**src/rtl/gdfs_pkg.sv**
```systemverilog
// ----------------------------------------------------------------------------
// gdfs_pkg
// Shared types, constants and the microcode table of the grid depth-first
// walker.
// ----------------------------------------------------------------------------
package gdfs_pkg;

  localparam int MAX_ROWS = 16;
  localparam int MAX_COLS = 16;
  localparam int CELLS    = MAX_ROWS * MAX_COLS;
  localparam int ROW_W    = $clog2(MAX_ROWS);
  localparam int COL_W    = $clog2(MAX_COLS);
  localparam int CELL_W   = ROW_W + COL_W;
  localparam int LEVEL_W  = $clog2(CELLS + 1);
  localparam int EPOCH_W  = 8;
  localparam int CFG_W    = 5;

  // operation codes
  localparam logic [1:0] OP_WRITE = 2'd0;
  localparam logic [1:0] OP_START = 2'd1;
  localparam logic [1:0] OP_STEP  = 2'd2;

  // configuration register indexes
  localparam logic [1:0] CFG_GRID_ROWS = 2'd0;
  localparam logic [1:0] CFG_GRID_COLS = 2'd1;
  localparam logic [1:0] CFG_START_ROW = 2'd2;
  localparam logic [1:0] CFG_START_COL = 2'd3;

  typedef struct packed {
    logic [1:0] operation;
    logic [3:0] cell_row;
    logic [3:0] cell_col;
    logic       cell_open;
  } gdfs_req_t;

  typedef struct packed {
    logic       has_coord;
    logic [3:0] out_row;
    logic [3:0] out_col;
    logic       is_backtrack;
    logic       finished;
  } gdfs_res_t;

  // microprogram step addresses
  typedef logic [3:0] upc_t;
  localparam upc_t U_SWEEP      = 4'd0;
  localparam upc_t U_IDLE       = 4'd1;
  localparam upc_t U_WRITE      = 4'd2;
  localparam upc_t U_NOP        = 4'd3;
  localparam upc_t U_START      = 4'd4;
  localparam upc_t U_VSWEEP     = 4'd5;
  localparam upc_t U_START_PUSH = 4'd6;
  localparam upc_t U_STEP       = 4'd7;
  localparam upc_t U_SCAN       = 4'd8;
  localparam upc_t U_POP        = 4'd9;
  localparam upc_t U_POP_LOAD   = 4'd10;
  localparam upc_t U_PUSH       = 4'd11;

  typedef enum logic [3:0] {
    A_IDLE,
    A_SWEEP,
    A_VSWEEP,
    A_WRITE,
    A_EMIT_ZERO,
    A_NEW_EPOCH,
    A_START_PUSH,
    A_STEP_BEGIN,
    A_SCAN,
    A_POP,
    A_POP_LOAD,
    A_PUSH
  } action_t;

  typedef enum logic [2:0] {
    J_NEVER,
    J_ALWAYS,
    J_DISPATCH,
    J_SWEEP_DONE,
    J_EPOCH_OK,
    J_EMPTY,
    J_HIT,
    J_LEVEL_ONE
  } jump_t;

  typedef enum logic [1:0] {
    H_NEVER,
    H_ALWAYS,
    H_SCAN_BUSY
  } hold_t;

  typedef struct packed {
    action_t act;
    jump_t   jmp;
    hold_t   hold;
    upc_t    target;
  } ucw_t;

  // Next step: jump if the condition holds, else stay if the hold
  // condition holds, else fall through.
  function automatic ucw_t ucode(upc_t upc);
    ucw_t w;
    case (upc)
      U_SWEEP:      w = '{A_SWEEP,      J_SWEEP_DONE, H_ALWAYS,    U_IDLE};
      U_IDLE:       w = '{A_IDLE,       J_DISPATCH,   H_ALWAYS,    U_IDLE};
      U_WRITE:      w = '{A_WRITE,      J_ALWAYS,     H_NEVER,     U_IDLE};
      U_NOP:        w = '{A_EMIT_ZERO,  J_ALWAYS,     H_NEVER,     U_IDLE};
      U_START:      w = '{A_NEW_EPOCH,  J_EPOCH_OK,   H_NEVER,     U_START_PUSH};
      U_VSWEEP:     w = '{A_VSWEEP,     J_SWEEP_DONE, H_ALWAYS,    U_START_PUSH};
      U_START_PUSH: w = '{A_START_PUSH, J_ALWAYS,     H_NEVER,     U_IDLE};
      U_STEP:       w = '{A_STEP_BEGIN, J_EMPTY,      H_NEVER,     U_IDLE};
      U_SCAN:       w = '{A_SCAN,       J_HIT,        H_SCAN_BUSY, U_PUSH};
      U_POP:        w = '{A_POP,        J_LEVEL_ONE,  H_NEVER,     U_IDLE};
      U_POP_LOAD:   w = '{A_POP_LOAD,   J_ALWAYS,     H_NEVER,     U_IDLE};
      U_PUSH:       w = '{A_PUSH,       J_ALWAYS,     H_NEVER,     U_IDLE};
      default:      w = '{A_IDLE,       J_ALWAYS,     H_NEVER,     U_IDLE};
    endcase
    return w;
  endfunction

  function automatic upc_t dispatch(logic [1:0] op);
    upc_t t;
    case (op)
      OP_WRITE: t = U_WRITE;
      OP_START: t = U_START;
      OP_STEP:  t = U_STEP;
      default:  t = U_NOP;
    endcase
    return t;
  endfunction

endpackage

```
**src/rtl/grid_dfs_traversal.sv**
```systemverilog
// ----------------------------------------------------------------------------
// grid_dfs_traversal
// Depth-first walk of a 4-connected grid, run by a microcoded sequencer over
// an open-cell RAM, a visited-tag RAM and a coordinate stack RAM.
// ----------------------------------------------------------------------------
// Sweep: every 255th start also runs a visited tag sweep before its push.
// Throughput: one request per result; the neighbour probe loop, one open and
//   one visited RAM read per neighbour, sets the step time.
// Reset: rst is synchronous; afterwards busy stays high while the open and
//   visited RAMs are swept clear. The receiver cannot stall.
// ----------------------------------------------------------------------------
module grid_dfs_traversal
  import gdfs_pkg::*;
(
  input  logic             clk,
  input  logic             rst,
  input  logic             start,
  input  gdfs_req_t        request,
  output logic             busy,
  output logic             done,
  output gdfs_res_t        result,
  input  logic             cfg_valid,
  output logic             cfg_ready,
  input  logic [1:0]       cfg_index,
  input  logic [CFG_W-1:0] cfg_data
);

  localparam logic [1:0] DIR_UP    = 2'd0;
  localparam logic [1:0] DIR_LEFT  = 2'd1;
  localparam logic [1:0] DIR_DOWN  = 2'd2;
  localparam logic [1:0] DIR_RIGHT = 2'd3;

  localparam logic [CFG_W-1:0] ROWS_RESET = CFG_W'(5);
  localparam logic [CFG_W-1:0] COLS_RESET = CFG_W'(5);

  // sequencer
  upc_t upc;
  upc_t upc_next;
  upc_t jump_target;
  ucw_t ucw;
  logic jump;
  logic hold;

  // configuration
  logic [CFG_W-1:0] grid_rows;
  logic [CFG_W-1:0] grid_cols;
  logic [3:0]       start_row;
  logic [3:0]       start_col;
  logic [CFG_W-1:0] rows_use;
  logic [CFG_W-1:0] cols_use;

  // datapath
  gdfs_req_t           req_q;
  logic [LEVEL_W-1:0]  level;
  logic [LEVEL_W-1:0]  level_m2;
  logic [CELL_W-1:0]   cur;
  logic [EPOCH_W-1:0]  epoch;
  logic [CELL_W-1:0]   sweep_cnt;
  logic [2:0]          dir;
  logic                probe_valid;
  logic [1:0]          probe_dir;
  logic                probe_inb;
  logic [CELL_W-1:0]   probe_cell;

  logic [CFG_W-1:0]    cur_row;
  logic [CFG_W-1:0]    cur_col;
  logic [CFG_W-1:0]    nb_row;
  logic [CFG_W-1:0]    nb_col;
  logic                nb_edge;
  logic                nb_ok;
  logic [CELL_W-1:0]   nb_cell;
  logic [CELL_W-1:0]   start_cell;
  logic                start_ok;
  logic [CELL_W-1:0]   wr_cell;
  logic                wr_in_store;

  logic                full;
  logic                hit;
  logic                scan_end;
  logic                sweep_last;

  logic                emit;
  gdfs_res_t           res_next;

  // RAM ports
  logic                open_we;
  logic [CELL_W-1:0]   open_addr;
  logic                open_wdata;
  logic                open_rd;
  logic                vis_we;
  logic [CELL_W-1:0]   vis_addr;
  logic [EPOCH_W-1:0]  vis_wdata;
  logic [EPOCH_W-1:0]  vis_rd;
  logic                stk_we;
  logic [CELL_W-1:0]   stk_addr;
  logic [CELL_W-1:0]   stk_rd;

  assign ucw       = ucode(upc);
  assign busy      = (upc != U_IDLE);
  assign cfg_ready = 1'b1;

  assign rows_use = (grid_rows > CFG_W'(MAX_ROWS)) ? CFG_W'(MAX_ROWS) : grid_rows;
  assign cols_use = (grid_cols > CFG_W'(MAX_COLS)) ? CFG_W'(MAX_COLS) : grid_cols;

  assign start_cell = {start_row[ROW_W-1:0], start_col[COL_W-1:0]};
  assign start_ok   = (CFG_W'(start_row) < rows_use) && (CFG_W'(start_col) < cols_use);
  assign wr_cell    = {req_q.cell_row[ROW_W-1:0], req_q.cell_col[COL_W-1:0]};
  assign wr_in_store = (int'(req_q.cell_row) < MAX_ROWS) && (int'(req_q.cell_col) < MAX_COLS);

  // neighbour of the top cell in the current probe direction
  always_comb begin
    cur_row = CFG_W'(cur[CELL_W-1:COL_W]);
    cur_col = CFG_W'(cur[COL_W-1:0]);
    nb_row  = cur_row;
    nb_col  = cur_col;
    nb_edge = 1'b0;
    case (dir[1:0])
      DIR_UP: begin
        nb_row  = cur_row - CFG_W'(1);
        nb_edge = (cur_row == '0);
      end
      DIR_LEFT: begin
        nb_col  = cur_col - CFG_W'(1);
        nb_edge = (cur_col == '0);
      end
      DIR_DOWN:  nb_row = cur_row + CFG_W'(1);
      DIR_RIGHT: nb_col = cur_col + CFG_W'(1);
      default:   nb_edge = 1'b1;
    endcase
    nb_ok   = !dir[2] && !nb_edge && (nb_row < rows_use) && (nb_col < cols_use);
    nb_cell = {nb_row[ROW_W-1:0], nb_col[COL_W-1:0]};
  end

  assign level_m2   = level - LEVEL_W'(2);
  assign full       = (level >= LEVEL_W'(CELLS));
  assign hit        = probe_valid && probe_inb && open_rd && (vis_rd != epoch) && !full;
  assign scan_end   = probe_valid && (probe_dir == DIR_RIGHT);
  assign sweep_last = (sweep_cnt == '1);

  // next step
  always_comb begin
    case (ucw.jmp)
      J_NEVER:      jump = 1'b0;
      J_ALWAYS:     jump = 1'b1;
      J_DISPATCH:   jump = start;
      J_SWEEP_DONE: jump = sweep_last;
      J_EPOCH_OK:   jump = (epoch != '1);
      J_EMPTY:      jump = (level == '0);
      J_HIT:        jump = hit;
      J_LEVEL_ONE:  jump = (level == LEVEL_W'(1));
      default:      jump = 1'b0;
    endcase
    case (ucw.hold)
      H_NEVER:     hold = 1'b0;
      H_ALWAYS:    hold = 1'b1;
      H_SCAN_BUSY: hold = !scan_end;
      default:     hold = 1'b0;
    endcase
    jump_target = (ucw.jmp == J_DISPATCH) ? dispatch(request.operation) : ucw.target;
    if (jump) begin
      upc_next = jump_target;
    end else if (hold) begin
      upc_next = upc;
    end else begin
      upc_next = upc + upc_t'(1);
    end
  end

  // RAM ports and result per action
  always_comb begin
    open_we    = 1'b0;
    open_addr  = nb_cell;
    open_wdata = 1'b0;
    vis_we     = 1'b0;
    vis_addr   = nb_cell;
    vis_wdata  = epoch;
    stk_we     = 1'b0;
    stk_addr   = level[CELL_W-1:0];
    emit       = 1'b0;
    res_next   = '0;
    case (ucw.act)
      A_SWEEP: begin
        open_we   = 1'b1;
        open_addr = sweep_cnt;
        vis_we    = 1'b1;
        vis_addr  = sweep_cnt;
        vis_wdata = '0;
      end
      A_VSWEEP: begin
        vis_we    = 1'b1;
        vis_addr  = sweep_cnt;
        vis_wdata = '0;
      end
      A_WRITE: begin
        open_we    = wr_in_store;
        open_addr  = wr_cell;
        open_wdata = req_q.cell_open;
        emit       = 1'b1;
      end
      A_EMIT_ZERO: emit = 1'b1;
      A_START_PUSH: begin
        vis_we            = start_ok;
        vis_addr          = start_cell;
        stk_we            = start_ok;
        stk_addr          = '0;
        emit              = 1'b1;
        res_next.finished = !start_ok;
      end
      A_STEP_BEGIN: begin
        emit              = (level == '0);
        res_next.finished = 1'b1;
      end
      A_POP: begin
        stk_addr          = level_m2[CELL_W-1:0];
        emit              = (level == LEVEL_W'(1));
        res_next.finished = 1'b1;
      end
      A_POP_LOAD: begin
        emit                  = 1'b1;
        res_next.has_coord    = 1'b1;
        res_next.out_row      = 4'(stk_rd[CELL_W-1:COL_W]);
        res_next.out_col      = 4'(stk_rd[COL_W-1:0]);
        res_next.is_backtrack = 1'b1;
      end
      A_PUSH: begin
        vis_we             = 1'b1;
        vis_addr           = probe_cell;
        stk_we             = 1'b1;
        emit               = 1'b1;
        res_next.has_coord = 1'b1;
        res_next.out_row   = 4'(probe_cell[CELL_W-1:COL_W]);
        res_next.out_col   = 4'(probe_cell[COL_W-1:0]);
      end
      default: ;
    endcase
  end

  // control state
  always_ff @(posedge clk) begin
    if (rst) begin
      upc         <= U_SWEEP;
      level       <= '0;
      cur         <= '0;
      epoch       <= EPOCH_W'(1);
      sweep_cnt   <= '0;
      dir         <= '0;
      probe_valid <= 1'b0;
      done        <= 1'b0;
      grid_rows   <= ROWS_RESET;
      grid_cols   <= COLS_RESET;
      start_row   <= '0;
      start_col   <= '0;
    end else begin
      upc  <= upc_next;
      done <= emit;
      if (cfg_valid) begin
        case (cfg_index)
          CFG_GRID_ROWS: grid_rows <= cfg_data;
          CFG_GRID_COLS: grid_cols <= cfg_data;
          CFG_START_ROW: start_row <= cfg_data[3:0];
          CFG_START_COL: start_col <= cfg_data[3:0];
          default: ;
        endcase
      end
      case (ucw.act)
        A_SWEEP: sweep_cnt <= sweep_cnt + CELL_W'(1);
        A_VSWEEP: begin
          sweep_cnt <= sweep_cnt + CELL_W'(1);
          // tags are all zero now, so restart the epoch count
          if (sweep_last) begin
            epoch <= EPOCH_W'(1);
          end
        end
        A_NEW_EPOCH: epoch <= epoch + EPOCH_W'(1);
        A_START_PUSH: begin
          if (start_ok) begin
            level <= LEVEL_W'(1);
            cur   <= start_cell;
          end else begin
            level <= '0;
          end
        end
        A_STEP_BEGIN: begin
          dir         <= '0;
          probe_valid <= 1'b0;
        end
        A_SCAN: begin
          dir         <= dir + 3'd1;
          probe_valid <= 1'b1;
        end
        A_POP:      level <= level - LEVEL_W'(1);
        A_POP_LOAD: cur   <= stk_rd;
        A_PUSH: begin
          level <= level + LEVEL_W'(1);
          cur   <= probe_cell;
        end
        default: ;
      endcase
    end
  end

  // payload
  always_ff @(posedge clk) begin
    if (start && !busy) begin
      req_q <= request;
    end
    if (emit) begin
      result <= res_next;
    end
    // hold the probed cell on a hit so the push sees it
    if (ucw.act == A_SCAN && !hit) begin
      probe_dir  <= dir[1:0];
      probe_inb  <= nb_ok;
      probe_cell <= nb_cell;
    end
  end

  gdfs_ram #(.WIDTH(1), .DEPTH(CELLS)) u_open_ram (
    .clk   (clk),
    .we    (open_we),
    .addr  (open_addr),
    .wdata (open_wdata),
    .rdata (open_rd)
  );

  gdfs_ram #(.WIDTH(EPOCH_W), .DEPTH(CELLS)) u_visit_ram (
    .clk   (clk),
    .we    (vis_we),
    .addr  (vis_addr),
    .wdata (vis_wdata),
    .rdata (vis_rd)
  );

  gdfs_ram #(.WIDTH(CELL_W), .DEPTH(CELLS)) u_stack_ram (
    .clk   (clk),
    .we    (stk_we),
    .addr  (stk_addr),
    .wdata ((ucw.act == A_PUSH) ? probe_cell : start_cell),
    .rdata (stk_rd)
  );

endmodule

```
**src/rtl/gdfs_ram.sv**
```systemverilog
// ----------------------------------------------------------------------------
// gdfs_ram
// Single-port RAM with registered read data.
// ----------------------------------------------------------------------------
module gdfs_ram #(
  parameter int WIDTH = 1,
  parameter int DEPTH = 256
) (
  input  logic                     clk,
  input  logic                     we,
  input  logic [$clog2(DEPTH)-1:0] addr,
  input  logic [WIDTH-1:0]         wdata,
  output logic [WIDTH-1:0]         rdata
);

  logic [WIDTH-1:0] mem [DEPTH];

  always_ff @(posedge clk) begin
    if (we) begin
      mem[addr] <= wdata;
    end
    rdata <= mem[addr];
  end

endmodule

```
**config.mk**
```make
export PLATFORM = sky130hd
export DESIGN_NAME = grid_dfs_traversal
export DESIGN_NICKNAME = d
export VERILOG_FILES = /design/src/rtl/gdfs_pkg.sv /design/src/rtl/grid_dfs_traversal.sv /design/src/rtl/gdfs_ram.sv
export SDC_FILE = /design/constraint.sdc
export NUM_CORES = 2
export LEC_CHECK = 0
export BUFFER_PORTS_ARGS = -buffer_cell sky130_fd_sc_hd__buf_2
export CAP_MARGIN = 20
export CORE_ASPECT_RATIO = 0.8
export CORE_MARGIN = 2
export CORE_UTILIZATION = 53
export CTS_CLUSTER_DIAMETER = 60
export CTS_CLUSTER_SIZE = 10
export DETAILED_ROUTE_END_ITERATION = 7
export PLACE_DENSITY = 0.68
export SYNTH_ARGS = -nofsm -noshare
export SYNTH_HDL_FRONTEND = slang
export SYNTH_MEMORY_MAX_BITS = 65536
export SYNTH_SLANG_ARGS = --single-unit
```
**constraint.sdc**
```tcl
create_clock -name clk -period 14.33 [get_ports clk]
set_input_delay 0.7165 -clock clk [delete_from_list [all_inputs] [get_ports clk]]
set_output_delay 0.7165 -clock clk [all_outputs]
set_load 0.05 [all_outputs]
```
==> out/metrics.yaml <==
status: "complete, but fails checks"
violations: "DRC"
gpl.final_weighted_congestion: 0.892
area_of_the_multi_input_gates_um2: 39900
global_route_wire_length_before_repair_mm: 704
post_cts.repair.setup_buffers: 0
floorplan.rows: 189
layout-drive-gt1-share: 0.120
fp.dieArea_um2: 338000
grt_antenna_before_repair: 34
worstSkewPairLatency_ps: 1030
synth-warning-count: 0
ys_types: 91
met1Wirelength_mm: 192
boundaryPins: 36
first_global_vias: 103000
cts_made_buffers: 520
gr-total-overflow: 0
drt-wirelength-per-cell_um: 30.1
clock_power_share: 0.427
worst-setup-path-type: "reg2reg"
drv_slew: 0
yosysTopAreaCell: "edfxtp_1"
post_synth_most_frequent_cells: "edfxtp_1 (4383), nand2_1 (1468), nor2_1 (1055)"
worstPathArrival_ps: 8090
dominant_combinational_cell_family_by_area_after_synthesis: "compound AO/OA/AOI/OAI gates"
timing_hold_violations_final: 0
p_per_area_nw_per_um2: 139
placed_cells: 15400
final.min_clock_period_ps: 7240
postcts_resize_cnt: 0
via_count: 109000
die_h_um: 520
detailroute.wirelength.met2_mm: 211
kind_of_end_point_of_the_critical_path: "flip-flop"
combinationalPowerShare: 0.049
synth_fa_ha_area_frac: 0.00327
synthMostInstantiatedCell: "edfxtp_1"
root_buffer: "clkbuf_16"
maxClockFrequency_mhz: 138
synth_area_leaders: "edfxtp_1 (75%), nand2_1 (3.1%), mux2_2 (2.6%), a222oi_1 (2.3%), nor2_1 (2.2%)"
switchingPower_uw: 5970
finalCritPeriodShare: 0.505
synth-seq-cells: 4472
detail_route.wirelength_mm: 486
synth_largest_type_area_fraction: 0.745
hold_path.class: "in2reg"
topRoutingLayerUsed: "met5"
area.sequential_um2: 133000
grt_setup_unrepaired: "false"
setup.worst_path.start_class: "flip-flop"
num-fill-cells: 24300
compound_cell_area_share_of_the_yosys_netlist: 0.0866
tritoncts: "done"
power.internal_uw: 21300
global_route.usage.total: 0.278
sequential_area_share_after_synthesis: 0.755
setup_tns_ps: 0
synth_xor_area_frac: 0.00143
p_leak_uw: 0.0609
synth-async-reset-ratio: 0
clkSlewWorstSetupHoldPaths_ps: 60
synthesis.area_per_instance_um2: 15.2
clock_sink_count: 4472
dr_drc_count: 109
coreArea_um2: 332000
critical_path_required_ps: 15180
clock-skew-final_ps: 73.4
sequentialPowerShare: 0.524
route.antenna.remaining_nets: 0
synth_nets: 11700
area_delta_synth_final_pct: 10.8
synth_mux_area_frac: 0.0520
timing.critical_path.fanout_max: 76
final_setup_viols: 0
num-nets-final: 11700
drt_pass1_iterations: 8
fin_cells: 16100
grt_start_max_net_pins: 194
post_synth_instance_area_um2: 177000
synth_ff_type: "edfxtp_1"
route.met3.wl_mm: 68.9
cts.path.max_buffers: 4
power.switching_fraction: 0.219
dp_hpwl_mm: 280
die_width_um: 649
drt_first_iter_violations: 20600
avgViaCountPerCell: 6.74
buffer_ports.inserted: 34
htree_num_levels: 6
cts.hold.buffers_added: 14
drv.max_cap_violation_count: 0
worst_slew_margin_rel: 0.161
synth-edff-count: 4383
starting_utilization_of_the_core_area: 0.533
maximum_vdd_drop_mv: 0.121
worst-slew-pin-transition_ps: 1260
post_synth_and_or_nand_nor_area_fraction: 0.0804
synth_cells: 11600
worst max-delay path: stages, from the launching register on:
cell,delay [ps]
dfxtp_1,750
and4b_1,570
a211o_4,550
o211ai_4,620
buf_4,840
buf_4,730
buf_4,780
mux2i_1,260
a221oi_1,110
nor4_1,650
a31oi_1,330
a21oi_1,540
nand4_1,180
kinds of logic (layout without fill, tap and decap cells):
| kind of cell | Yosys count | after routing |
|---|---|---|
| flops | 4472 | 4472 |
| simple gates | 3364 | 3364 |
| compound gates | 2068 | 2068 |
| buf+inv | 869 | 973 |
| mux | 781 | 781 |
| fa+ha+maj | 45 | 45 |
| xor+xnor | 28 | 28 |
| other cells | 1 | 13 |
state kept, by name, summed over array words and instances (netlist names), 9 cells and up:
name	flops
u_stack_ram.mem	2048
u_visit_ram.mem	2048
u_open_ram.mem	256
ucw	12
result	11
level	9
req_q	9
placed cells by master (no fill, tap or decap), types with 23 or more instances in the layout:
cell type / n
edfxtp_1: 4383
a221oi_1: 224
a211oi_1: 87
and3_1: 68
a31oi_1: 46
o21ai_0: 150
mux2i_1: 309
dfxtp_1: 87
a311oi_1: 33
nor2_1: 1053
clkbuf_16: 528
o211ai_1: 26
buf_2: 38
a22oi_1: 142
inv_1: 37
nand3_1: 419
nand2_1: 1461
nor3_1: 63
mux2_2: 403
a32oi_1: 79
o22ai_1: 315
nor4_1: 30
buf_12: 23
mux4_2: 69
ha_1: 43
a22o_1: 25
a222oi_1: 398
nand4_1: 137
a21oi_1: 427
clkbuf_1: 87
buf_4: 174
per-layer routing:
metal  track usage  vias up
li1              -    45500
met1         0.417    54800
met2         0.400     7714
met3        0.0794      885
met4        0.0787       18
met5             0        -
final timing paths:
kind | startpoint | endpoint | slack (ps) | cells after the start
setup / recovery | ucw[11] | u_visit_ram.rdata[6] | 7090 | 12
hold / removal | cfg_index[0] | grid_rows[0] | 200 | 4
setup reg to reg | ucw[11] | u_visit_ram.rdata[6] | 7090 | 12
hold reg to reg | grid_rows[2] | grid_rows[2] | 480 | 2
stage by stage:
| stage | utilization | power, uW | setup WS (ps) | hold WS, ps | area [um^2] |
|---|---|---|---|---|---|
| after floorplan | - | 15400 | 8730 | 442 | 177000 |
| after global placement | 0.545 | 15800 | 7400 | 463 | 181000 |
| after detailed placement | 0.546 | 15800 | 7410 | 465 | 181000 |
| after CTS | 0.589 | 27300 | 7350 | 125 | 195000 |
| after global routing | 0.590 | 27900 | 6910 | 179 | 196000 |
| final | 0.590 | 27200 | 7090 | 201 | 196000 |
cell type report:
cell class,instances,share of cell area
Tap cell,4393,0.0281
Sequential cell,4472,0.682
Clock inverter,54,0.00383
Inverter,39,0.000748
Multi-Input combinational cell,6287,0.204
Antenna cell,12,0.000153
Timing Repair Buffer,264,0.0119
Clock buffer,616,0.0693
power by group through the flow:
stage	Combinational (uW)	Clock, uW	Sequential [uW]
floorplan	907	0	14500
global placement	1250	0	14600
detailed placement	1280	0	14600
CTS	1290	11700	14300
global route	1410	12200	14300
finish	1320	11600	14300
Note: power is estimated with default switching activity, not from simulation.
